**src/dsle_pkg.sv**
```systemverilog
// ----------------------------------------------------------------------------
// dsle_pkg
// Types and constants shared by the link engine front end, core and top level.
// ----------------------------------------------------------------------------
`default_nettype none
package dsle_pkg;

  localparam int unsigned FrameDepth = 256;
  localparam int unsigned FrameAw    = $clog2(FrameDepth);
  localparam int unsigned CntW       = FrameAw + 1;

  localparam logic [1:0] KIND_OCTET  = 2'd0;
  localparam logic [1:0] KIND_TICK   = 2'd1;
  localparam logic [1:0] KIND_STATUS = 2'd2;

  localparam logic [3:0] CMD_NONE      = 4'd0;
  localparam logic [3:0] CMD_NEGPOLL   = 4'd1;
  localparam logic [3:0] CMD_STARTTX   = 4'd2;
  localparam logic [3:0] CMD_NACK      = 4'd3;
  localparam logic [3:0] CMD_ACK       = 4'd4;
  localparam logic [3:0] CMD_ERASE     = 4'd5;
  localparam logic [3:0] CMD_RESTART   = 4'd6;
  localparam logic [3:0] CMD_POWERUP   = 4'd7;
  localparam logic [3:0] CMD_POWERDOWN = 4'd8;
  localparam logic [3:0] CMD_FATAL     = 4'd9;

  localparam logic [2:0] PH_DISABLED = 3'd0;
  localparam logic [2:0] PH_WAITSYNC = 3'd1;
  localparam logic [2:0] PH_WAITPOLL = 3'd2;
  localparam logic [2:0] PH_IDLE     = 3'd3;
  localparam logic [2:0] PH_LENLOW   = 3'd4;
  localparam logic [2:0] PH_RECV     = 3'd5;
  localparam logic [2:0] PH_WAITACK  = 3'd6;
  localparam logic [2:0] PH_TRANSMIT = 3'd7;

  localparam logic [2:0] REG_POLL = 3'd0;
  localparam logic [2:0] REG_RXTO = 3'd1;
  localparam logic [2:0] REG_ACKTO = 3'd2;
  localparam logic [2:0] REG_TXTO = 3'd3;
  localparam logic [2:0] REG_SYNCTO = 3'd4;

  typedef struct packed {
    logic [1:0] kind;
    logic [7:0] rx_octet;
    logic       tx_queue_empty;
    logic       tx_idle;
    logic       signal_detected;
    logic       loop_in_sync;
  } in_item_t;

  typedef struct packed {
    logic [3:0] command;
    logic [7:0] payload_byte;
    logic       payload_valid;
    logic       frame_done;
    logic       frame_intact;
    logic [8:0] frame_length;
    logic       enhanced_valid;
    logic       enhanced_mode;
    logic       connected_change;
    logic       connected;
    logic [2:0] link_state;
  } out_item_t;

  // Classified item handed from front end to core
  typedef struct packed {
    logic       is_octet;
    logic       is_tick;
    logic       is_status;
    logic       octet_zero;
    logic       octet_short;
    logic       octet_long;
    logic       octet_ack;
    in_item_t   item;
  } cls_item_t;

  localparam int unsigned ClsW = $bits(cls_item_t);

endpackage
`default_nettype wire

```
**src/dsle_front.sv**
```systemverilog
// ----------------------------------------------------------------------------
// dsle_front
// Decodes the item kind and pre-classifies the octet for the core.
// ----------------------------------------------------------------------------
`default_nettype none
module dsle_front (
  input  var dsle_pkg::in_item_t  item_i,
  output var dsle_pkg::cls_item_t cls_o
);
  import dsle_pkg::*;

  // Classify kind and octet value ranges
  always_comb begin
    cls_o             = '0;
    cls_o.item        = item_i;
    cls_o.is_octet    = (item_i.kind == KIND_OCTET);
    cls_o.is_tick     = (item_i.kind == KIND_TICK);
    cls_o.is_status   = (item_i.kind == KIND_STATUS);
    cls_o.octet_zero  = (item_i.rx_octet == 8'h00);
    cls_o.octet_short = (item_i.rx_octet >= 8'd4) && (item_i.rx_octet <= 8'd127);
    cls_o.octet_long  = (item_i.rx_octet[7:1] == 7'h40);
    cls_o.octet_ack   = (item_i.rx_octet == 8'hAA);
  end

endmodule
`default_nettype wire

```
**src/dsle_fifo.sv**
```systemverilog
// ----------------------------------------------------------------------------
// dsle_fifo
// Two-entry queue of fixed-width words with full/empty flags.
// ----------------------------------------------------------------------------
`default_nettype none
module dsle_fifo #(
  parameter int unsigned Width = 8
) (
  input  var logic             clk_i,
  input  var logic             rst_ni,
  input  var logic             push_i,
  input  var logic [Width-1:0] data_i,
  output var logic             full_o,
  input  var logic             pop_i,
  output var logic [Width-1:0] data_o,
  output var logic             empty_o
);
  logic [Width-1:0] mem_q [2];
  logic             wr_q, rd_q;
  logic [1:0]       cnt_q;
  logic             do_push, do_pop;

  assign full_o  = (cnt_q == 2'd2);
  assign empty_o = (cnt_q == 2'd0);
  assign do_push = push_i && !full_o;
  assign do_pop  = pop_i && !empty_o;
  assign data_o  = mem_q[rd_q];

  // Store entries
  always_ff @(posedge clk_i) begin
    if (do_push) begin
      mem_q[wr_q] <= data_i;
    end
  end

  // Advance pointers and count
  always_ff @(posedge clk_i or negedge rst_ni) begin
    if (!rst_ni) begin
      wr_q  <= 1'b0;
      rd_q  <= 1'b0;
      cnt_q <= 2'd0;
    end else begin
      if (do_push) wr_q <= ~wr_q;
      if (do_pop)  rd_q <= ~rd_q;
      cnt_q <= cnt_q + {1'b0, do_push} - {1'b0, do_pop};
    end
  end

endmodule
`default_nettype wire

```
**src/dsle_core.sv**
```systemverilog
// ----------------------------------------------------------------------------
// dsle_core
// Link state machine, deframer, checksum, timer; one item per unstalled cycle.
// ----------------------------------------------------------------------------
`default_nettype none
module dsle_core (
  input  var logic                clk_i,
  input  var logic                rst_ni,
  input  var logic                take_i,
  input  var dsle_pkg::cls_item_t cls_i,
  input  var logic [2:0]          cfg_poll_i,
  input  var logic [10:0]         cfg_rxto_i,
  input  var logic [10:0]         cfg_ackto_i,
  input  var logic [10:0]         cfg_txto_i,
  input  var logic [10:0]         cfg_syncto_i,
  output var dsle_pkg::out_item_t res_o
);
  import dsle_pkg::*;

  logic [2:0]      phase_q, phase_d;
  logic [10:0]     tmo_q, tmo_d;
  logic            armed_q, armed_d;
  logic [2:0]      poll_q, poll_d;
  logic [8:0]      exp_q, exp_d;
  logic [8:0]      seen_q, seen_d;
  logic [CntW-1:0] stored_q, stored_d;
  logic [7:0]      sum_q, sum_d;
  logic            ovf_q, ovf_d;
  logic [3:0]      lseq_q, lseq_d;
  logic [7:0]      lsum_q, lsum_d;
  logic            conn_q, conn_d;
  logic [7:0]      first_q, first_d;
  logic [7:0]      store_q [FrameDepth];
  logic            wr_en;
  out_item_t       r;

  logic [7:0]  oct;
  logic [8:0]  exp_sum, seen_inc;
  logic [7:0]  sum_m1;
  logic [10:0] tmo_dec;
  logic [2:0]  seq;

  assign oct      = cls_i.item.rx_octet;
  assign exp_sum  = exp_q + {1'b0, oct};
  assign seen_inc = seen_q + 9'd1;
  assign sum_m1   = sum_q - 8'd1;
  assign seq      = first_q[3:1];

  always_comb begin
    phase_d  = phase_q;
    tmo_d    = tmo_q;
    armed_d  = armed_q;
    poll_d   = poll_q;
    exp_d    = exp_q;
    seen_d   = seen_q;
    stored_d = stored_q;
    sum_d    = sum_q;
    ovf_d    = ovf_q;
    lseq_d   = lseq_q;
    lsum_d   = lsum_q;
    conn_d   = conn_q;
    first_d  = first_q;
    wr_en    = 1'b0;
    tmo_dec  = tmo_q;
    r        = '0;
    if (cls_i.is_octet) begin
      case (phase_q)
        PH_WAITPOLL: begin
          if (!cls_i.octet_zero) begin
            poll_d = '0;
          end else if ({1'b0, poll_q} + 4'd1 >= {1'b0, cfg_poll_i}) begin
            phase_d = PH_IDLE;
            armed_d = 1'b0;
          end else begin
            poll_d = poll_q + 3'd1;
          end
        end
        PH_IDLE: begin
          if (cls_i.octet_zero) begin
            if (cls_i.item.tx_queue_empty) begin
              r.command = CMD_NEGPOLL;
            end else begin
              r.command = CMD_STARTTX;
              phase_d = PH_TRANSMIT;
              armed_d = 1'b1;
              tmo_d   = cfg_txto_i;
            end
          end else if (cls_i.octet_short || cls_i.octet_long) begin
            exp_d    = cls_i.octet_short ? {1'b0, oct} : {oct[0], 8'h00};
            stored_d = '0;
            ovf_d    = 1'b0;
            seen_d   = 9'd1;
            sum_d    = oct;
            phase_d  = cls_i.octet_short ? PH_RECV : PH_LENLOW;
            armed_d  = 1'b1;
            tmo_d    = cfg_rxto_i;
          end else begin
            armed_d = 1'b0;
          end
        end
        PH_LENLOW: begin
          exp_d = exp_sum;
          if (exp_sum >= 9'd5 && exp_sum < 9'd305) begin
            sum_d   = sum_q + oct;
            seen_d  = seen_inc;
            phase_d = PH_RECV;
            armed_d = 1'b1;
            tmo_d   = cfg_rxto_i;
          end else begin
            phase_d = PH_IDLE;
            armed_d = 1'b0;
          end
        end
        PH_RECV: begin
          seen_d = seen_inc;
          if (seen_inc < exp_q) begin
            if (stored_q < CntW'(FrameDepth)) begin
              wr_en    = 1'b1;
              if (stored_q == '0) first_d = oct;
              stored_d = stored_q + 1'b1;
              r.payload_byte  = oct;
              r.payload_valid = 1'b1;
            end else begin
              ovf_d = 1'b1;
            end
            sum_d   = sum_q + oct;
            armed_d = 1'b1;
            tmo_d   = cfg_rxto_i;
          end else begin
            sum_d = sum_m1;
            if (sum_m1 != oct) begin
              r.command = CMD_NACK;
            end else begin
              r.command = CMD_ACK;
              if (!({1'b0, seq} == lseq_q && (seq != 3'd0 || sum_m1 == lsum_q))) begin
                lseq_d = {1'b0, seq};
                lsum_d = sum_m1;
                r.frame_done     = 1'b1;
                r.frame_intact   = !ovf_q;
                r.frame_length   = 9'(stored_q);
                r.enhanced_valid = 1'b1;
                r.enhanced_mode  = first_q[4];
              end
            end
            phase_d = PH_IDLE;
            armed_d = 1'b0;
          end
        end
        PH_WAITACK: begin
          r.command = cls_i.octet_ack ? CMD_ERASE : CMD_RESTART;
          phase_d = PH_IDLE;
          armed_d = 1'b0;
        end
        default: ;
      endcase
    end else if (cls_i.is_tick) begin
      if (armed_q && tmo_q != '0) tmo_dec = tmo_q - 11'd1;
      tmo_d = tmo_dec;
      if (phase_q == PH_TRANSMIT && cls_i.item.tx_idle) begin
        phase_d = PH_WAITACK;
        armed_d = 1'b1;
        tmo_d   = cfg_ackto_i;
      end
      if (armed_d && tmo_d == '0) begin
        armed_d = 1'b0;
        case (phase_d)
          PH_WAITSYNC: begin
            r.command = CMD_POWERDOWN;
            phase_d   = PH_DISABLED;
          end
          PH_IDLE, PH_LENLOW, PH_RECV: phase_d = PH_IDLE;
          PH_WAITACK: begin
            r.command = CMD_RESTART;
            phase_d   = PH_IDLE;
          end
          PH_TRANSMIT: r.command = CMD_FATAL;
          default: ;
        endcase
      end
    end else if (cls_i.is_status) begin
      case (phase_q)
        PH_DISABLED: begin
          if (cls_i.item.signal_detected) begin
            r.command = CMD_POWERUP;
            phase_d = PH_WAITSYNC;
            armed_d = 1'b1;
            tmo_d   = cfg_syncto_i;
          end
        end
        PH_WAITSYNC: begin
          if (!cls_i.item.signal_detected) begin
            r.command = CMD_POWERDOWN;
            phase_d = PH_DISABLED;
            armed_d = 1'b0;
          end else if (cls_i.item.loop_in_sync) begin
            conn_d = 1'b1;
            r.connected_change = 1'b1;
            phase_d = PH_WAITPOLL;
            armed_d = 1'b0;
            poll_d  = '0;
          end
        end
        default: begin
          if (!cls_i.item.loop_in_sync) begin
            conn_d = 1'b0;
            r.connected_change = 1'b1;
            if (cls_i.item.signal_detected) begin
              phase_d = PH_WAITSYNC;
              armed_d = 1'b1;
              tmo_d   = cfg_syncto_i;
            end else begin
              r.command = CMD_POWERDOWN;
              phase_d = PH_DISABLED;
              armed_d = 1'b0;
            end
          end
        end
      endcase
    end
    r.connected  = conn_d;
    r.link_state = phase_d;
  end

  assign res_o = r;

  // Frame buffer write
  always_ff @(posedge clk_i) begin
    if (take_i && wr_en) begin
      store_q[stored_q[FrameAw-1:0]] <= oct;
    end
  end

  // Hold link state
  always_ff @(posedge clk_i or negedge rst_ni) begin
    if (!rst_ni) begin
      phase_q  <= PH_DISABLED;
      tmo_q    <= '0;
      armed_q  <= 1'b0;
      poll_q   <= '0;
      exp_q    <= '0;
      seen_q   <= '0;
      stored_q <= '0;
      sum_q    <= '0;
      ovf_q    <= 1'b0;
      lseq_q   <= 4'd8;
      lsum_q   <= '0;
      conn_q   <= 1'b0;
      first_q  <= '0;
    end else if (take_i) begin
      phase_q  <= phase_d;
      tmo_q    <= tmo_d;
      armed_q  <= armed_d;
      poll_q   <= poll_d;
      exp_q    <= exp_d;
      seen_q   <= seen_d;
      stored_q <= stored_d;
      sum_q    <= sum_d;
      ovf_q    <= ovf_d;
      lseq_q   <= lseq_d;
      lsum_q   <= lsum_d;
      conn_q   <= conn_d;
      first_q  <= first_d;
    end
  end

endmodule
`default_nettype wire

```
**src/dchannel_slave_link_engine.sv**
```systemverilog
// ----------------------------------------------------------------------------
// dchannel_slave_link_engine
// Slave-side link engine for a polled digital line signalling link.
//
//   channel  | handshake             | payload
//   ---------+-----------------------+---------------------
//   input    | push / full           | in_item_i
//   result   | empty / pop           | out_item_o
//   config   | cfg_valid / cfg_ready | cfg_index_i, cfg_data_i
//
// One item per cycle sustained unless either side stalls: front queue feeds the
// state machine, which retires one item per cycle into the result queue (two
// entries each). The core sits combinationally between the registered
// queues, so a result can be popped once it is in the result queue.
// Reset clears state; the frame buffer itself is not cleared.
// Either side may stall independently; config is always ready.
// ----------------------------------------------------------------------------
`default_nettype none
module dchannel_slave_link_engine (
  input  var logic                clk_i,
  input  var logic                rst_ni,
  input  var logic                push,
  output var logic                full,
  input  var dsle_pkg::in_item_t  in_item_i,
  output var logic                empty,
  input  var logic                pop,
  output var dsle_pkg::out_item_t out_item_o,
  input  var logic                cfg_valid,
  output var logic                cfg_ready,
  input  var logic [2:0]          cfg_index_i,
  input  var logic [10:0]         cfg_data_i
);
  import dsle_pkg::*;

  cls_item_t cls, cls_q;
  out_item_t res;
  logic      q_empty, res_full, take;
  logic [2:0]  poll_q;
  logic [10:0] rxto_q, ackto_q, txto_q, syncto_q;

  dsle_front u_front (.item_i(in_item_i), .cls_o(cls));

  dsle_fifo #(.Width(ClsW)) u_inq (
    .clk_i, .rst_ni, .push_i(push), .data_i(cls), .full_o(full),
    .pop_i(take), .data_o(cls_q), .empty_o(q_empty)
  );

  assign take = !q_empty && !res_full;

  dsle_core u_core (
    .clk_i, .rst_ni, .take_i(take), .cls_i(cls_q),
    .cfg_poll_i(poll_q), .cfg_rxto_i(rxto_q), .cfg_ackto_i(ackto_q),
    .cfg_txto_i(txto_q), .cfg_syncto_i(syncto_q), .res_o(res)
  );

  dsle_fifo #(.Width($bits(out_item_t))) u_outq (
    .clk_i, .rst_ni, .push_i(take), .data_i(res), .full_o(res_full),
    .pop_i(pop), .data_o(out_item_o), .empty_o(empty)
  );

  assign cfg_ready = 1'b1;

  // Configuration registers
  always_ff @(posedge clk_i or negedge rst_ni) begin
    if (!rst_ni) begin
      poll_q   <= 3'd5;
      rxto_q   <= 11'd3;
      ackto_q  <= 11'd7;
      txto_q   <= 11'd1000;
      syncto_q <= 11'd200;
    end else if (cfg_valid) begin
      unique case (cfg_index_i)
        REG_POLL:   poll_q   <= cfg_data_i[2:0];
        REG_RXTO:   rxto_q   <= cfg_data_i;
        REG_ACKTO:  ackto_q  <= cfg_data_i;
        REG_TXTO:   txto_q   <= cfg_data_i;
        REG_SYNCTO: syncto_q <= cfg_data_i;
        default: ;
      endcase
    end
  end

endmodule
`default_nettype wire

```
**config.mk**
```make
export PLATFORM = sky130hd
export DESIGN_NAME = dchannel_slave_link_engine
export DESIGN_NICKNAME = d
export VERILOG_FILES = /design/src/dsle_pkg.sv /design/src/dsle_front.sv /design/src/dsle_fifo.sv /design/src/dsle_core.sv /design/src/dchannel_slave_link_engine.sv
export SDC_FILE = /design/constraint.sdc
export NUM_CORES = 1
export LEC_CHECK = 0
export CAP_MARGIN = 15
export CORE_MARGIN = 10
export CORE_UTILIZATION = 45
export DETAILED_ROUTE_END_ITERATION = 10
export DONT_BUFFER_PORTS = 1
export PLACE_DENSITY_LB_ADDON = 0.2
export SLEW_MARGIN = 20
export SYNTH_ARGS = -nofsm -noshare
export SYNTH_HDL_FRONTEND = slang
export SYNTH_SLANG_ARGS = --single-unit
```
**constraint.sdc**
```tcl
create_clock -name clk_i -period 4.7 [get_ports clk_i]
set_input_delay 0.705 -clock clk_i [delete_from_list [all_inputs] [get_ports clk_i]]
set_output_delay 0.705 -clock clk_i [all_outputs]
set_load 0.02 [all_outputs]
```
==> results.json, run 1 <==
{
  "fin_crit_sh_pct": 91.1,
  "post_cts_buffers": 0,
  "worstHoldPathType": "in2async",
  "finalSetupTns_ns": 0,
  "synthArstFlopShare_pct": 56.3,
  "skew_ns": 0.0107,
  "synth-edff-count": 98,
  "layout.nets": 1170,
  "syn_inst": 1099,
  "totalWireLength_um": 30300,
  "via_count": 8646,
  "drc": 0,
  "cts-root-buf": "clkbuf_16",
  "netlist_area_sq_um": 12300,
  "finalCriticalPeriod_ns": 4.28,
  "grt_pass1_vias": 8202,
  "synthesis.nets": 1170,
  "grt.overflow.total": 0,
  "setup_violations": 0,
  "finalWorstSetupSlack_ns": 0.416,
  "cts.sinks": 224,
  "placed_cells": 1411,
  "cp-end-kind": "flop",
  "crit_path_start_kind": "flop",
  "coreArea_sq_um": 26900,
  "critical_path_class": "reg2reg",
  "portBuffers": 0,
  "clkTransAtPathRegs_ns": 0.06,
  "rrSetupSlack_ns": 0.42,
  "ir_drop_mv": 0.314,
  "ant_nets": 0,
  "drive_above_1_share_pct": 18.9,
  "crit_end": "u_core.tmo_q[8]$_DFFE_PN0P_",
  "numCtsBuffers": 25,
  "final_area_sq_um": 13400,
  "grt_pass1_wl_um": 48300,
  "p_leak_nw": 5.36,
  "crit_start": "u_inq.rd_q$_DFFE_PN0P_",
  "maxCapViolations": 0,
  "post-route-util_pct": 50.0,
  "die_w_um": 185,
  "reg2reg_from": "u_inq.rd_q$_DFFE_PN0P_",
  "cts_tree": "yes",
  "layout.cells.non_filler": 1459,
  "mostFrequentLayoutCell": "dfrtp_1",
  "cp.arrival_ns": 4.74,
  "synth.avg_cell_area_sq_um": 11.2,
  "rows": 60,
  "ioPinCount": 67,
  "hold_viol": 0,
  "track_usage_pct": 17.7,
  "die_area_sq_um": 34300,
  "finalPower_mw": 9.99,
  "r2r.worst_path.cells": 12,
  "initialDrtViolationCount": 716,
  "drt-vias-per-instance": 5.93,
  "pre_cts_slack_ns": 0.442,
  "synth-seq-area-share_pct": 49.8,
  "yosysWarningCount": 0,
  "chipHeight_um": 185,
  "timing.hold.ws_ns": 0.0250,
  "gp_congestion": 0.899,
  "initial_core_util_pct": 45.7,
  "tightest_slew_ns": 0.861,
  "insertedDiodeCount": 0,
  "clock_path_buffers": 3,
  "htree_levels": 1,
  "synth_seq_cells": 224,
  "avgRoutedWirePerCell_um": 20.8,
  "p_per_area_nw_per_um2": 743,
  "dpl_cell_area_sq_um": 12700,
  "cp_max_fo": 23,
  "worstPathRequired_ns": 5.16,
  "r2r_end": "u_core.tmo_q[8]$_DFFE_PN0P_",
  "antenna_found_initial": 0,
  "drt-pass1-iter-count": 6,
  "outcome": "completed",
  "syn_to_final_growth_pct": 9.51,
  "insertion_delay_ns": 0.53,
  "grt_max_degree": 110,
  "dpl.hpwl_um": 21100,
  "ys.flop_type": "dfrtp_1",
  "maxSlewHeadroom_pct": 40.9,
  "fmax_mhz": 233,
  "yosys.cell_types.count": 86,
  "final_cell_mix": "109 x dfrtp_1, 100 x mux2_2, 98 x edfxtp_1, 74 x nor2_1, 54 x nand2_1",
  "drv_slew": 0,
  "rsz0062_at_grt": "no"
}
==> final cells by class <==
cell class | instances | area [sq um]
Fill cell | 2390 | 13400
Clock buffer | 28 | 657
Inverter | 46 | 173
Sequential cell | 224 | 6120
Multi-Input combinational cell | 774 | 5740
Timing Repair Buffer | 28 | 233
Tap cell | 341 | 427
Clock inverter | 18 | 100
==> synthesized netlist by cell type (13+ instances only) <==
master / count / share of area, %
a21oi_1: 47 / 1.9
clkbuf_1: 33 / 1.0
dfrtp_1: 109 / 22
dfstp_2: 17 / 3.6
edfxtp_1: 98 / 24
ha_1: 36 / 3.7
inv_1: 45 / 1.4
mux2_2: 100 / 9.2
mux2i_1: 20 / 1.6
nand2_1: 54 / 1.7
nand3_1: 39 / 1.6
nor2_1: 77 / 2.4
nor2b_1: 13 / 0.66
nor3_1: 52 / 2.1
o211ai_1: 19 / 1.2
o21ai_0: 44 / 1.8
or4_1: 13 / 0.79
xnor2_1: 35 / 2.5
xor2_1: 18 / 1.3
==> power by group <==
part           internal [mW]  total, mW  switching (mW)
sequential              2.82       3.29           0.477
combinational           1.83       4.88            3.05
clock                   1.01       1.82           0.809
total                   5.65       9.99            4.34
==> critical path: stages, from the launching register on <==
cell,delay (ns)
dfrtp_1,0.62
mux2i_1,0.30
inv_1,0.14
ha_1,0.25
fa_1,0.42
a21oi_2,0.27
o22ai_2,0.16
or4_1,0.45
a32oi_2,0.26
a2111o_1,0.24
nand3b_2,0.36
or4_1,0.63
nand3_1,0.09
==> cells by family (layout without fill, tap and decap cells) <==
logic type	count (synthesis)	after routing	share of synthesized area (%)
xor gates and xnor gates	56	56	4.35
buffers and inverters	101	120	3.53
other	1	1	0.0305
and+or+nand+nor	333	333	14.4
muxes	127	127	11.5
DFF	224	224	49.8
adders and majority gates	38	38	3.99
AOI/OAI and AO/OA	219	219	12.4
==> state kept, by name, indices dropped and copies added (netlist names), 4 cells and up <==
signal and cells:
syncto_q 11, u_core.seen_q 9, ackto_q 11, u_outq.mem_q 60, txto_q 11, u_core.lseq_q 4
u_core.exp_q 9, u_core.sum_q 8, u_core.first_q 4, rxto_q 11, u_core.tmo_q 11, u_core.stored_q 9
u_inq.mem_q 38, u_core.lsum_q 8
==> worst min-delay path by stage <==
stage | from | end | slack (ns) | cells past startpoint
6_report | rst_ni | txto_q[7]$_DFFE_PN1P_ | 0.03 | 0
4_1_cts | rst_ni | rxto_q[1]$_DFFE_PN1P_ | 0.0005 | 0
3_5_place_dp | rst_ni | u_core.exp_q[2]$_DFFE_PN0P_ | 0.43 | 0
5_1_grt | rst_ni | txto_q[7]$_DFFE_PN1P_ | 0.006 | 0
2_1_floorplan | rst_ni | ackto_q[10]$_DFFE_PN0P_ | 0.41 | 0
3_3_place_gp | rst_ni | u_core.lsum_q[7]$_DFFE_PN0P_ | 0.43 | 0
==> metal layers <==
layer  track usage, %  part of all wire, %  up-vias  wire, um
li1                 -                    -     4096         -
met1             27.4                   50     4228     15100
met2             24.9                   42      289     12600
met3             3.19                  7.0       33      2120
met4             3.45                  1.6        0       488
met5                0                    0        -         0
==> repair_timing <==
action | in CTS | in global routing
gates resized for setup | 0 | 0
hold endpoints to repair | 109 | 0
hold buffers | 2 | 0
(Power assumes the default switching activity.)
==> run 2: changes to the inputs <==
--- a/config.mk
+++ b/config.mk
@@ -11,6 +11,7 @@
 export DETAILED_ROUTE_END_ITERATION = 10
 export DONT_BUFFER_PORTS = 1
 export PLACE_DENSITY_LB_ADDON = 0.2
+export REMOVE_ABC_BUFFERS = 1
 export SLEW_MARGIN = 20
 export SYNTH_ARGS = -nofsm -noshare
 export SYNTH_HDL_FRONTEND = slang
==> run 2 against run 1 <==
Fmax is 1.7% lower. Via count about the same. Sequential power hardly changed. Total power up 1.1%. Core utilization up 0.19 points. Largest cell class unchanged. Sequential share of layout area decreased by 0.17 points.
==> results.json, run 2 (synthesis results as in run 1) <==
{
  "outcome": "completed",
  "finalWorstSetupSlack_ns": 0.344,
  "track_usage_pct": 17.4,
  "crit_path_start_kind": "flop",
  "insertedDiodeCount": 0,
  "finalCriticalPeriod_ns": 4.36,
  "portBuffers": 0,
  "worstHoldPathType": "in2async",
  "maxSlewHeadroom_pct": 29.9,
  "clockPowerShare_pct": 19.3,
  "avgRoutedWirePerCell_um": 20.5,
  "chipHeight_um": 185,
  "rrSetupSlack_ns": 0.34,
  "largestRegisters": "u_outq.mem_q (60), u_inq.mem_q (38)",
  "hold_viol": 0,
  "r2r.worst_path.cells": 12,
  "syn_to_final_growth_pct": 9.91,
  "htree_levels": 1,
  "drc": 0,
  "final_cell_mix": "109 x dfrtp_1, 100 x mux2_2, 98 x edfxtp_1, 73 x nor2_1, 54 x nand2_1",
  "layout.nets": 1168,
  "ant_nets": 0,
  "setup_violations": 0,
  "rows": 60,
  "drv_slew": 0,
  "fin_crit_sh_pct": 92.7,
  "fmax_mhz": 230,
  "clock_path_buffers": 3,
  "dpl_cell_area_sq_um": 12700,
  "grt_pass1_wl_um": 47900,
  "cts-root-buf": "clkbuf_16",
  "clkTransAtPathRegs_ns": 0.06,
  "cp_max_fo": 18,
  "ioPinCount": 67,
  "pre_cts_slack_ns": 0.356,
  "drive_above_1_share_pct": 19.0,
  "cts_tree": "yes",
  "cp-end-kind": "flop",
  "totalWireLength_um": 29800,
  "cp.arrival_ns": 4.77,
  "reg2reg_from": "u_inq.rd_q$_DFFE_PN0P_",
  "initialDrtViolationCount": 584,
  "tightest_slew_ns": 1.02,
  "final_area_sq_um": 13500,
  "antenna_found_initial": 0,
  "drt-vias-per-instance": 5.94,
  "largest_reg_flops": 60,
  "switching_share_pct": 42.6,
  "combinationalPowerShare_pct": 48.3,
  "initial_core_util_pct": 45.7,
  "ir_drop_mv": 0.310,
  "dpl.hpwl_um": 20700,
  "worstPathRequired_ns": 5.11,
  "via_count": 8643,
  "rsz0062_at_grt": "no",
  "n_fill_cell": 2410,
  "critical_path_class": "reg2reg",
  "top_register": "u_outq.mem_q",
  "skew_ns": 0.00704,
  "drt-pass1-iter-count": 5,
  "die_area_sq_um": 34300,
  "cts.sinks": 224,
  "grt_max_degree": 110,
  "numCtsBuffers": 25,
  "grt_pass1_vias": 8367,
  "timing.hold.ws_ns": 0.0414,
  "coreArea_sq_um": 26900,
  "cts_hold_buf": 1,
  "gp_congestion": 0.877,
  "grt.overflow.total": 0,
  "internal-power_mw": 5.79,
  "p_per_area_nw_per_um2": 748,
  "die_w_um": 185,
  "insertion_delay_ns": 0.52,
  "p_switching_mw": 4.31,
  "r2r_end": "u_core.seen_q[7]$_DFFE_PN0P_",
  "finalSetupTns_ns": 0,
  "seq_power_share_pct": 32.4,
  "p_leak_nw": 5.37,
  "maxCapViolations": 0,
  "post_cts_buffers": 0,
  "cts_resized": 0,
  "mostFrequentLayoutCell": "dfrtp_1"
}
==> run 2: how the worst max path moves through the flow <==
stage	start	to	slack, ns	depth (start not counted)
2_1_floorplan	u_inq.rd_q$_DFFE_PN0P_	u_core.tmo_q[0]$_DFFE_PN0P_	0.50	12
3_3_place_gp	u_inq.rd_q$_DFFE_PN0P_	u_core.seen_q[7]$_DFFE_PN0P_	0.50	12
3_5_place_dp	u_inq.rd_q$_DFFE_PN0P_	u_core.seen_q[1]$_DFFE_PN0P_	0.36	12
4_1_cts	u_inq.rd_q$_DFFE_PN0P_	u_core.seen_q[7]$_DFFE_PN0P_	0.35	12
5_1_grt	u_inq.rd_q$_DFFE_PN0P_	u_core.seen_q[7]$_DFFE_PN0P_	0.02	12
6_report	u_inq.rd_q$_DFFE_PN0P_	u_core.seen_q[7]$_DFFE_PN0P_	0.34	12
==> run 2: critical path, stage by stage (launching register included) <==
cell,delay [ns]
dfrtp_1,0.62
mux2i_1,0.32
inv_1,0.13
ha_1,0.25
fa_1,0.42
a21oi_2,0.28
o22ai_2,0.15
o41ai_1,0.49
xnor2_1,0.28
a2111o_1,0.20
nand3_1,0.49
buf_4,0.37
a22o_1,0.23
==> run 2: through the flow <==
| stage | utilization (%) | power, mW | std cells |
|---|---|---|---|
| final | 50.2 | 10.1 | 1456 |
| after detailed placement | 47.1 | 8.12 | 1410 |
| after global placement | 47.1 | 8.05 | 1410 |
| after floorplan | - | 6.76 | 1044 |
| after global routing | 50.2 | 10.8 | 1456 |
| after CTS | 50.2 | 10.1 | 1456 |
==> run 2: cell type report <==
cell class	count	area (sq um)	share of cell area, %
Sequential cell	224	6120	45.3
Multi-Input combinational cell	774	5750	42.6
Clock buffer	28	637	4.72
Tap cell	341	427	3.16
Timing Repair Buffer	26	215	1.59
Clock inverter	17	175	1.30
Inverter	46	173	1.28
==> run 2: power groups by stage <==
| stage | clock, mW | combinational (mW) | sequential, mW |
|---|---|---|---|
| 6_report | 1.94 | 4.88 | 3.28 |
| 4_1_cts | 1.99 | 4.87 | 3.27 |
| 5_1_grt | 2.06 | 5.40 | 3.36 |
| 2_1_floorplan | 0 | 3.53 | 3.23 |
| 3_3_place_gp | 0 | 4.77 | 3.29 |
| 3_5_place_dp | 0 | 4.82 | 3.30 |
==> run 2: layer usage <==
metal  global-route usage (%)  up-vias  wire length, um  share of wire [%]
met4                     4.10        0              601                2.0
met1                     25.8     4234            14700                 49
met3                     3.84       37             2080                7.0
met2                     25.2      269            12500                 42
li1                         -     4103                -                  -
met5                        0        -                0                  0
